**src/rtl/core/chull_pkg.sv**
```systemverilog
`timescale 1ns / 1ps
// ----------------------------------------------------------------------------
// chull_pkg
// Shared types and fixed constants of the convex hull unit.
// ----------------------------------------------------------------------------
package chull_pkg;

	localparam int COORD_W = 20;              // coordinate width, 4 fraction bits
	localparam int DIFF_W  = COORD_W + 1;     // exact coordinate difference
	localparam int PROD_W  = 2 * DIFF_W;      // exact cross product term
	localparam int MAX_OUT = 8;               // most hull vertices given per batch
	localparam int CNT_W   = 4;               // holds 0 .. MAX_OUT

	typedef struct packed {
		logic [COORD_W-1:0] x;
		logic [COORD_W-1:0] y;
	} point_t;

endpackage

```
**src/rtl/core/convex_hull_of_eight_points_unit.sv**
```systemverilog
`timescale 1ns / 1ps
// ----------------------------------------------------------------------------
// convex_hull_of_eight_points_unit
// Monotone chain convex hull of a batch of POINT_COUNT fixed point points.
// ----------------------------------------------------------------------------
// Usage:
//   The input channel (in_valid / in_stall, point_x / point_y) takes one point
//   per item. Each point is insertion-sorted into the point registers by
//   (x, y) with one comparator, one entry per cycle, and the input stalls
//   while the item is sorted in. After the last point of a batch the hull
//   is built with one shared 21 x 21 multiplier: every turn test runs two
//   operand fetches, two products and one compare, a pop one more check and
//   every point of the two chains a fetch, a check and a push.
//   The hull vertices (at most 8) then leave on the output channel
//   (out_valid / out_stall, hull_x / hull_y / hull_last) counter-clockwise
//   from the smallest (x, y) point, one per cycle when not stalled; the last
//   one carries hull_last. A stall simply holds the output register and the
//   walk through the hull stack. The next batch is accepted as soon as the
//   last vertex sits in the output register.
//   Reset (arst_n low) empties the batch, drops any output and returns the
//   sequencer to idle; no clearing pass is needed.
// ----------------------------------------------------------------------------
module convex_hull_of_eight_points_unit
	import chull_pkg::*;
#(
	parameter int POINT_COUNT = 8
) (
	input  logic               clk,
	input  logic               arst_n,
	input  logic               in_valid,
	output logic               in_stall,
	input  logic [COORD_W-1:0] point_x,
	input  logic [COORD_W-1:0] point_y,
	output logic               out_valid,
	input  logic               out_stall,
	output logic [COORD_W-1:0] hull_x,
	output logic [COORD_W-1:0] hull_y,
	output logic               hull_last
);

	localparam int IW  = $clog2(POINT_COUNT);   // point index
	localparam int SD  = POINT_COUNT + 1;       // hull stack entries
	localparam int SAW = $clog2(SD);            // hull stack index
	localparam int DW  = $clog2(SD + 1);        // hull stack fill

	localparam logic [3:0] S_IDLE    = 4'd0;
	localparam logic [3:0] S_INS     = 4'd1;
	localparam logic [3:0] S_FETCH_C = 4'd2;
	localparam logic [3:0] S_CHECK   = 4'd3;
	localparam logic [3:0] S_FA      = 4'd4;
	localparam logic [3:0] S_FB      = 4'd5;
	localparam logic [3:0] S_MUL1    = 4'd6;
	localparam logic [3:0] S_MUL2    = 4'd7;
	localparam logic [3:0] S_CMP     = 4'd8;
	localparam logic [3:0] S_PUSH    = 4'd9;
	localparam logic [3:0] S_EMIT    = 4'd10;

	logic [3:0]    state_q;
	point_t        pts_q [POINT_COUNT];
	logic [IW-1:0] stack_q [SD];
	logic [IW-1:0] loaded_q;
	logic [IW-1:0] j_q;
	logic [IW-1:0] i_q;
	point_t        new_q;
	point_t        c_q;
	point_t        a_q;
	logic [DW-1:0] depth_q;
	logic [DW-1:0] floor_q;
	logic          upper_q;
	logic [CNT_W-1:0] cnt_q;
	logic [CNT_W-1:0] k_q;

	logic signed [DIFF_W-1:0] dbx_q, dby_q, dcx_q, dcy_q;
	logic signed [PROD_W-1:0] p1_q, p2_q;

	logic               out_valid_q;
	logic [COORD_W-1:0] hull_x_q, hull_y_q;
	logic               hull_last_q;

	logic [DW-1:0]  depth_m1, depth_m2, k_ext;
	logic [SAW-1:0] sidx;
	logic [IW-1:0]  rd_addr;
	point_t         rd_pt;
	logic           new_before;
	logic signed [DIFF_W-1:0] mul_a, mul_b;
	logic signed [PROD_W-1:0] mul_p;
	logic           emit_load, emit_last;
	logic           pop_ok;

	assign depth_m1 = depth_q - DW'(1);
	assign depth_m2 = depth_q - DW'(2);
	assign k_ext    = DW'(k_q);

	// single read port into the hull stack
	always_comb begin
		case (state_q)
			S_FA:    sidx = depth_m2[SAW-1:0];
			S_FB:    sidx = depth_m1[SAW-1:0];
			default: sidx = k_ext[SAW-1:0];
		endcase
	end

	// single read port into the sorted points
	always_comb begin
		case (state_q)
			S_INS:     rd_addr = j_q - IW'(1);
			S_FETCH_C: rd_addr = i_q;
			S_FA:      rd_addr = stack_q[sidx];
			S_FB:      rd_addr = stack_q[sidx];
			S_EMIT:    rd_addr = stack_q[sidx];
			default:   rd_addr = i_q;
		endcase
	end

	assign rd_pt = pts_q[rd_addr];

	assign new_before = ($signed(new_q.x) < $signed(rd_pt.x)) ||
		((new_q.x == rd_pt.x) && ($signed(new_q.y) < $signed(rd_pt.y)));

	// shared multiplier for both cross product terms
	assign mul_a = (state_q == S_MUL1) ? dbx_q : dby_q;
	assign mul_b = (state_q == S_MUL1) ? dcy_q : dcx_q;
	assign mul_p = mul_a * mul_b;

	assign pop_ok    = (depth_q >= floor_q) && (depth_q >= DW'(2));
	assign emit_load = (state_q == S_EMIT) && (!out_valid_q || !out_stall);
	assign emit_last = ((k_q + CNT_W'(1)) == cnt_q);

	// point and stack storage, no reset needed
	always_ff @(posedge clk) begin
		if (state_q == S_INS) begin
			if (j_q != '0 && new_before)
				pts_q[j_q] <= rd_pt;
			else
				pts_q[j_q] <= new_q;
		end
		if (state_q == S_PUSH && depth_q < DW'(SD))
			stack_q[depth_q[SAW-1:0]] <= i_q;
	end

	// datapath registers
	always_ff @(posedge clk) begin
		if (state_q == S_IDLE) begin
			new_q.x <= point_x;
			new_q.y <= point_y;
		end
		if (state_q == S_FETCH_C)
			c_q <= rd_pt;
		if (state_q == S_FA)
			a_q <= rd_pt;
		if (state_q == S_FB) begin
			dbx_q <= DIFF_W'($signed(rd_pt.x)) - DIFF_W'($signed(a_q.x));
			dby_q <= DIFF_W'($signed(rd_pt.y)) - DIFF_W'($signed(a_q.y));
			dcx_q <= DIFF_W'($signed(c_q.x)) - DIFF_W'($signed(a_q.x));
			dcy_q <= DIFF_W'($signed(c_q.y)) - DIFF_W'($signed(a_q.y));
		end
		if (state_q == S_MUL1)
			p1_q <= mul_p;
		if (state_q == S_MUL2)
			p2_q <= mul_p;
		if (emit_load) begin
			hull_x_q    <= rd_pt.x;
			hull_y_q    <= rd_pt.y;
			hull_last_q <= emit_last;
		end
	end

	// sequencer
	always_ff @(posedge clk or negedge arst_n) begin
		if (!arst_n) begin
			state_q     <= S_IDLE;
			loaded_q    <= '0;
			j_q         <= '0;
			i_q         <= '0;
			depth_q     <= '0;
			floor_q     <= '0;
			upper_q     <= 1'b0;
			cnt_q       <= '0;
			k_q         <= '0;
			out_valid_q <= 1'b0;
		end else begin
			if (emit_load)
				out_valid_q <= 1'b1;
			else if (!out_stall)
				out_valid_q <= 1'b0;

			case (state_q)
				S_IDLE: begin
					if (in_valid) begin
						j_q     <= loaded_q;
						state_q <= S_INS;
					end
				end
				S_INS: begin
					if (j_q != '0 && new_before) begin
						j_q <= j_q - IW'(1);
					end else if (loaded_q == IW'(POINT_COUNT - 1)) begin
						loaded_q <= '0;
						i_q      <= '0;
						depth_q  <= '0;
						floor_q  <= DW'(2);
						upper_q  <= 1'b0;
						state_q  <= S_FETCH_C;
					end else begin
						loaded_q <= loaded_q + IW'(1);
						state_q  <= S_IDLE;
					end
				end
				S_FETCH_C: state_q <= S_CHECK;
				S_CHECK:   state_q <= pop_ok ? S_FA : S_PUSH;
				S_FA:      state_q <= S_FB;
				S_FB:      state_q <= S_MUL1;
				S_MUL1:    state_q <= S_MUL2;
				S_MUL2:    state_q <= S_CMP;
				S_CMP: begin
					if (p1_q > p2_q) begin
						state_q <= S_PUSH;
					end else begin
						depth_q <= depth_m1;
						state_q <= S_CHECK;
					end
				end
				S_PUSH: begin
					if (!upper_q) begin
						depth_q <= depth_q + DW'(1);
						if (i_q == IW'(POINT_COUNT - 1)) begin
							// lower hull done, upper hull starts from the last point
							upper_q <= 1'b1;
							floor_q <= depth_q + DW'(2);
						end else begin
							i_q <= i_q + IW'(1);
						end
						state_q <= S_FETCH_C;
					end else if (i_q == '0) begin
						// closing push repeats the first point and is dropped
						if (int'(depth_q) > MAX_OUT)
							cnt_q <= CNT_W'(MAX_OUT);
						else
							cnt_q <= CNT_W'(depth_q);
						k_q     <= '0;
						state_q <= S_EMIT;
					end else begin
						depth_q <= depth_q + DW'(1);
						i_q     <= i_q - IW'(1);
						state_q <= S_FETCH_C;
					end
				end
				S_EMIT: begin
					if (emit_load) begin
						if (emit_last)
							state_q <= S_IDLE;
						else
							k_q <= k_q + CNT_W'(1);
					end
				end
				default: state_q <= S_IDLE;
			endcase
		end
	end

	assign in_stall  = (state_q != S_IDLE);
	assign out_valid = out_valid_q;
	assign hull_x    = hull_x_q;
	assign hull_y    = hull_y_q;
	assign hull_last = hull_last_q;

`ifndef SYNTHESIS
	// hull stack never overflows
	a_depth_bound: assert property (@(posedge clk) disable iff (!arst_n)
		depth_q <= DW'(SD))
		else $error("hull stack depth out of range");

	// batch fill count stays below the batch size
	a_loaded_bound: assert property (@(posedge clk) disable iff (!arst_n)
		loaded_q <= IW'(POINT_COUNT - 1))
		else $error("batch count out of range");

	// a lower hull push always leaves at least one entry on the stack
	a_push_nonempty: assert property (@(posedge clk) disable iff (!arst_n)
		(state_q == S_PUSH && !upper_q) |=> depth_q != '0)
		else $error("stack empty after push");

	// the vertex count is sane while emitting
	a_cnt_range: assert property (@(posedge clk) disable iff (!arst_n)
		state_q == S_EMIT |-> (cnt_q != '0 && int'(cnt_q) <= MAX_OUT && k_q < cnt_q))
		else $error("bad vertex count");

	// loading the last vertex marks it and frees the input side
	a_last_done: assert property (@(posedge clk) disable iff (!arst_n)
		(emit_load && emit_last) |=> (state_q == S_IDLE && out_valid && hull_last))
		else $error("last vertex not marked");
`endif

endmodule
```
**config.mk**
```make
export PLATFORM = sky130hd
export DESIGN_NAME = convex_hull_of_eight_points_unit
export DESIGN_NICKNAME = d
export VERILOG_FILES = /design/src/rtl/core/chull_pkg.sv /design/src/rtl/core/convex_hull_of_eight_points_unit.sv
export SDC_FILE = /design/constraint.sdc
export NUM_CORES = 2
export LEC_CHECK = 0
export BUFFER_PORTS_ARGS = -buffer_cell sky130_fd_sc_hd__buf_4
export CORE_MARGIN = 5
export CORE_UTILIZATION = 50
export CTS_BUF_LIST = sky130_fd_sc_hd__clkbuf_4 sky130_fd_sc_hd__clkbuf_8 sky130_fd_sc_hd__clkbuf_16
export DETAILED_ROUTE_END_ITERATION = 6
export GPL_TIMING_DRIVEN = 1
export PLACE_DENSITY = 0.66
export SYNTH_ARGS = -nofsm -noshare
export SYNTH_HDL_FRONTEND = slang
export SYNTH_SLANG_ARGS = --single-unit
```
**constraint.sdc**
```tcl
create_clock -name clk -period 12.7 [get_ports clk]
set_clock_uncertainty 0.05 [all_clocks]
set_input_delay 1.27 -clock clk [delete_from_list [all_inputs] [get_ports clk]]
set_output_delay 1.27 -clock clk [all_outputs]
set_load 0.01 [all_outputs]
```
==> impl_metrics.tcl <==
set metrics [dict create \
    status "finished, final reports clean" \
    antenna_found_initial 0 \
    cp-end-kind "flip-flop" \
    final_nets 5195 \
    synth_top_family_by_area "adder cells" \
    routed_wl_mm 114 \
    design_area_um2 53100 \
    clock_latency_ns 0.64 \
    gp_congestion 0.933 \
    post-route-min-period_ns 9.92 \
    io_pins 87 \
    post_cts_buffers 0 \
    avgSynthCellArea_um2 11.1 \
    setup_viol 0 \
    yosysTopAreaCell "edfxtp_1" \
    viasPerCell 5.50 \
    clk_pin_slew_ns 0.06 \
    worst_slack_ns 2.78 \
    async_reset_ff_share_pct 4.38 \
    syn_nets 5131 \
    synth.mux.area_fraction_pct 2.25 \
    clockRootBuffer "clkbuf_16" \
    ys_seq_elements 707 \
    hold_violations 0 \
    routed.top_layer "met4" \
    crit-reg2reg-launch "state_q[3]" \
    htreeDepth 3 \
    rows 114 \
    tightest_slew_ns 1.41 \
    synthAdderAreaFrac_pct 26.7 \
    synth.cell_area_um2 48300 \
    cp-start-kind "flip-flop" \
    synth.most_common_cell "edfxtp_1" \
    fmax_mhz 101 \
    post_synth_and_or_nand_nor_area_fraction_pct 12.1 \
    grt_overflow 0 \
    synthFlopType "edfxtp_1" \
    clock_sinks 707 \
    cts_resized 0 \
    core_area_um2 96300 \
    vias 31561 \
    synth-compound-area-share_pct 6.77 \
    yosys-top-cells-area "edfxtp_1 (42%), fa_1 (19%), ha_1 (7.5%)" \
    io_buffers 86 \
    synth.top_cells.by_count "edfxtp_1 (676), inv_1 (663), nand2_1 (614)" \
    period_share_pct 78.1 \
    yosysUniqueCellTypes 78 \
    netlist_instances 4334 \
    hp-start "cnt_q[1]" \
    report.final.slew_viol_count 0 \
    synth-edff-count 676 \
    arrival_ns 10.24 \
    cts_tree "built" \
    drt-pass1-iter-count 6 \
    synth_warnings 0 \
    pre_cts_ws_ns 2.78 \
    crit_slowest_cell "mux2i_1" \
    crit_top_cell "fa_1" \
    grt_pass1_vias 32398 \
    dieHeight_um 321 \
    grt_pass1_wl_mm 182 \
    path_max_fanout 59 \
    holdWs_ns 0.439 \
    worstPathRequired_ns 13.02 \
    dieWidth_um 321 \
    hold_class "flip-flop to flip-flop" \
    ys_seq_area_share_pct 43.6 \
    routed-wl-met3_mm 8.29 \
    wl_met2_mm 53.0 \
    syn_to_final_growth_pct 9.87 \
    netlist.area_leader.share_pct 42.0 \
    grt_max_degree 98 \
    cts-buffers-inserted 77 \
    drtIter0Drc 2375 \
    clk_path_buf_depth 3 \
    critPathKind "flip-flop to flip-flop" \
    drt-met1-wl_mm 48.6 \
    drv_cap 0 \
    grt_usage_pct 22.5 \
    start_util_pct 50.2 \
    wl_per_cell_um 19.8 \
    max_slew_margin_pct 3.38 \
    dpl-instance-area_um2 50500 \
    drt_drc_violations_left 0 \
    drive_above_1_share_pct 8.14 \
    n_antenna_cell 0 \
    synthXorXnorAreaFrac_pct 2.09 \
    die_area_um2 103000 \
    hpwl_mm 83.1 \
    rsz0062_at_grt "false" \
    finalSetupTns_ns 0 \
    crit_start "state_q[3]" \
    postRouteAntennaNets 0 \
    cts-hold-fix-buffers 0 \
    cp_slowest_stage_delay_ns 1.17 \
]
path summary, 6_finish.rpt:
path	slack, ns	endpoint	cells past startpoint
max in group asynchronous	11.75	k_ext[0]	1
worst min register to register	0.44	cnt_q[1]	2
min in group asynchronous	0.53	loaded_q[1]	1
worst min-delay path	0.44	cnt_q[1]	2
worst max-delay path	2.78	p2_q[40]	28
worst max register to register	2.78	p2_q[40]	28
worst max-delay path: cells and delay by family (launching register included):
| family | cells | cell delay (ns) |
|---|---|---|
| xor gates and xnor gates | 1 | 0.10 |
| AOI/OAI and AO/OA | 10 | 2.59 |
| and+or+nand+nor | 3 | 0.77 |
| DFF | 1 | 0.58 |
| adders and majority gates | 8 | 3.83 |
| buffers and inverters | 5 | 0.50 |
| muxes | 1 | 1.17 |
registers in the layout, summed over array words and instances, names as in the netlist, 4 cells and up:
| register | cells |
|---|---|
| pts_q | 320 |
| p1_q | 42 |
| p2_q | 42 |
| a_q | 40 |
| c_q | 40 |
| new_q | 40 |
| stack_q | 27 |
| dbx_q | 21 |
| dby_q | 21 |
| dcx_q | 21 |
| dcy_q | 21 |
| hull_x | 20 |
| hull_y | 20 |
| cnt_q | 4 |
| depth_q | 4 |
| floor_q | 4 |
| k_ext | 4 |
| state_q | 4 |
kinds of logic after synthesis:
group                    count (synthesis)
multiplexers                           102
AND/OR/NAND/NOR                       1346
AO/OA/AOI/OAI                          494
flip-flops                             707
adder cells (fa/ha/maj)                753
buffers and inverters                  817
XOR/XNOR                               115
stage by stage:
step | util (%) | std cells
2_1_floorplan | - | 4334
3_3_place_gp | 52.5 | 5595
3_5_place_dp | 52.5 | 5595
4_1_cts | 55.1 | 5738
5_1_grt | 55.1 | 5738
6_report | 55.1 | 5738
cell type report:
cell class | count | area, um2
Sequential cell | 707 | 21100
Multi-Input combinational cell | 2810 | 24300
Tap cell | 1276 | 1600
Inverter | 663 | 2490
Clock inverter | 44 | 398
Clock buffer | 99 | 2150
Timing Repair Buffer | 139 | 1070
Fill cell | 8113 | 43200
cells in the final DEF (no fill, tap or decap), types with 39 or more instances in the layout:
master     count
xnor2_1       80
inv_1        663
and3_1        64
nor2_1       352
nor3_1        41
mux2i_1       54
o21ai_0       84
mux2_2        39
a311oi_1      40
a31oi_1       55
nand2_1      614
fa_1         464
edfxtp_1     676
a21oi_1      134
ha_1         289
buf_4        137
nand3_1      109
a21o_1        62
clkbuf_16     79
per-layer routing:
layer / global-route usage [%] / vias to the layer above
met2: 36.4 / 1133
met1: 31.3 / 15598
met5: 0 / -
li1: - / 14609
met3: 3.98 / 221
met4: 7.22 / 0
Power is left out: the tool's default activity adds up to more than one toggle a clock period on the data nets, which glitch-free logic cannot reach.
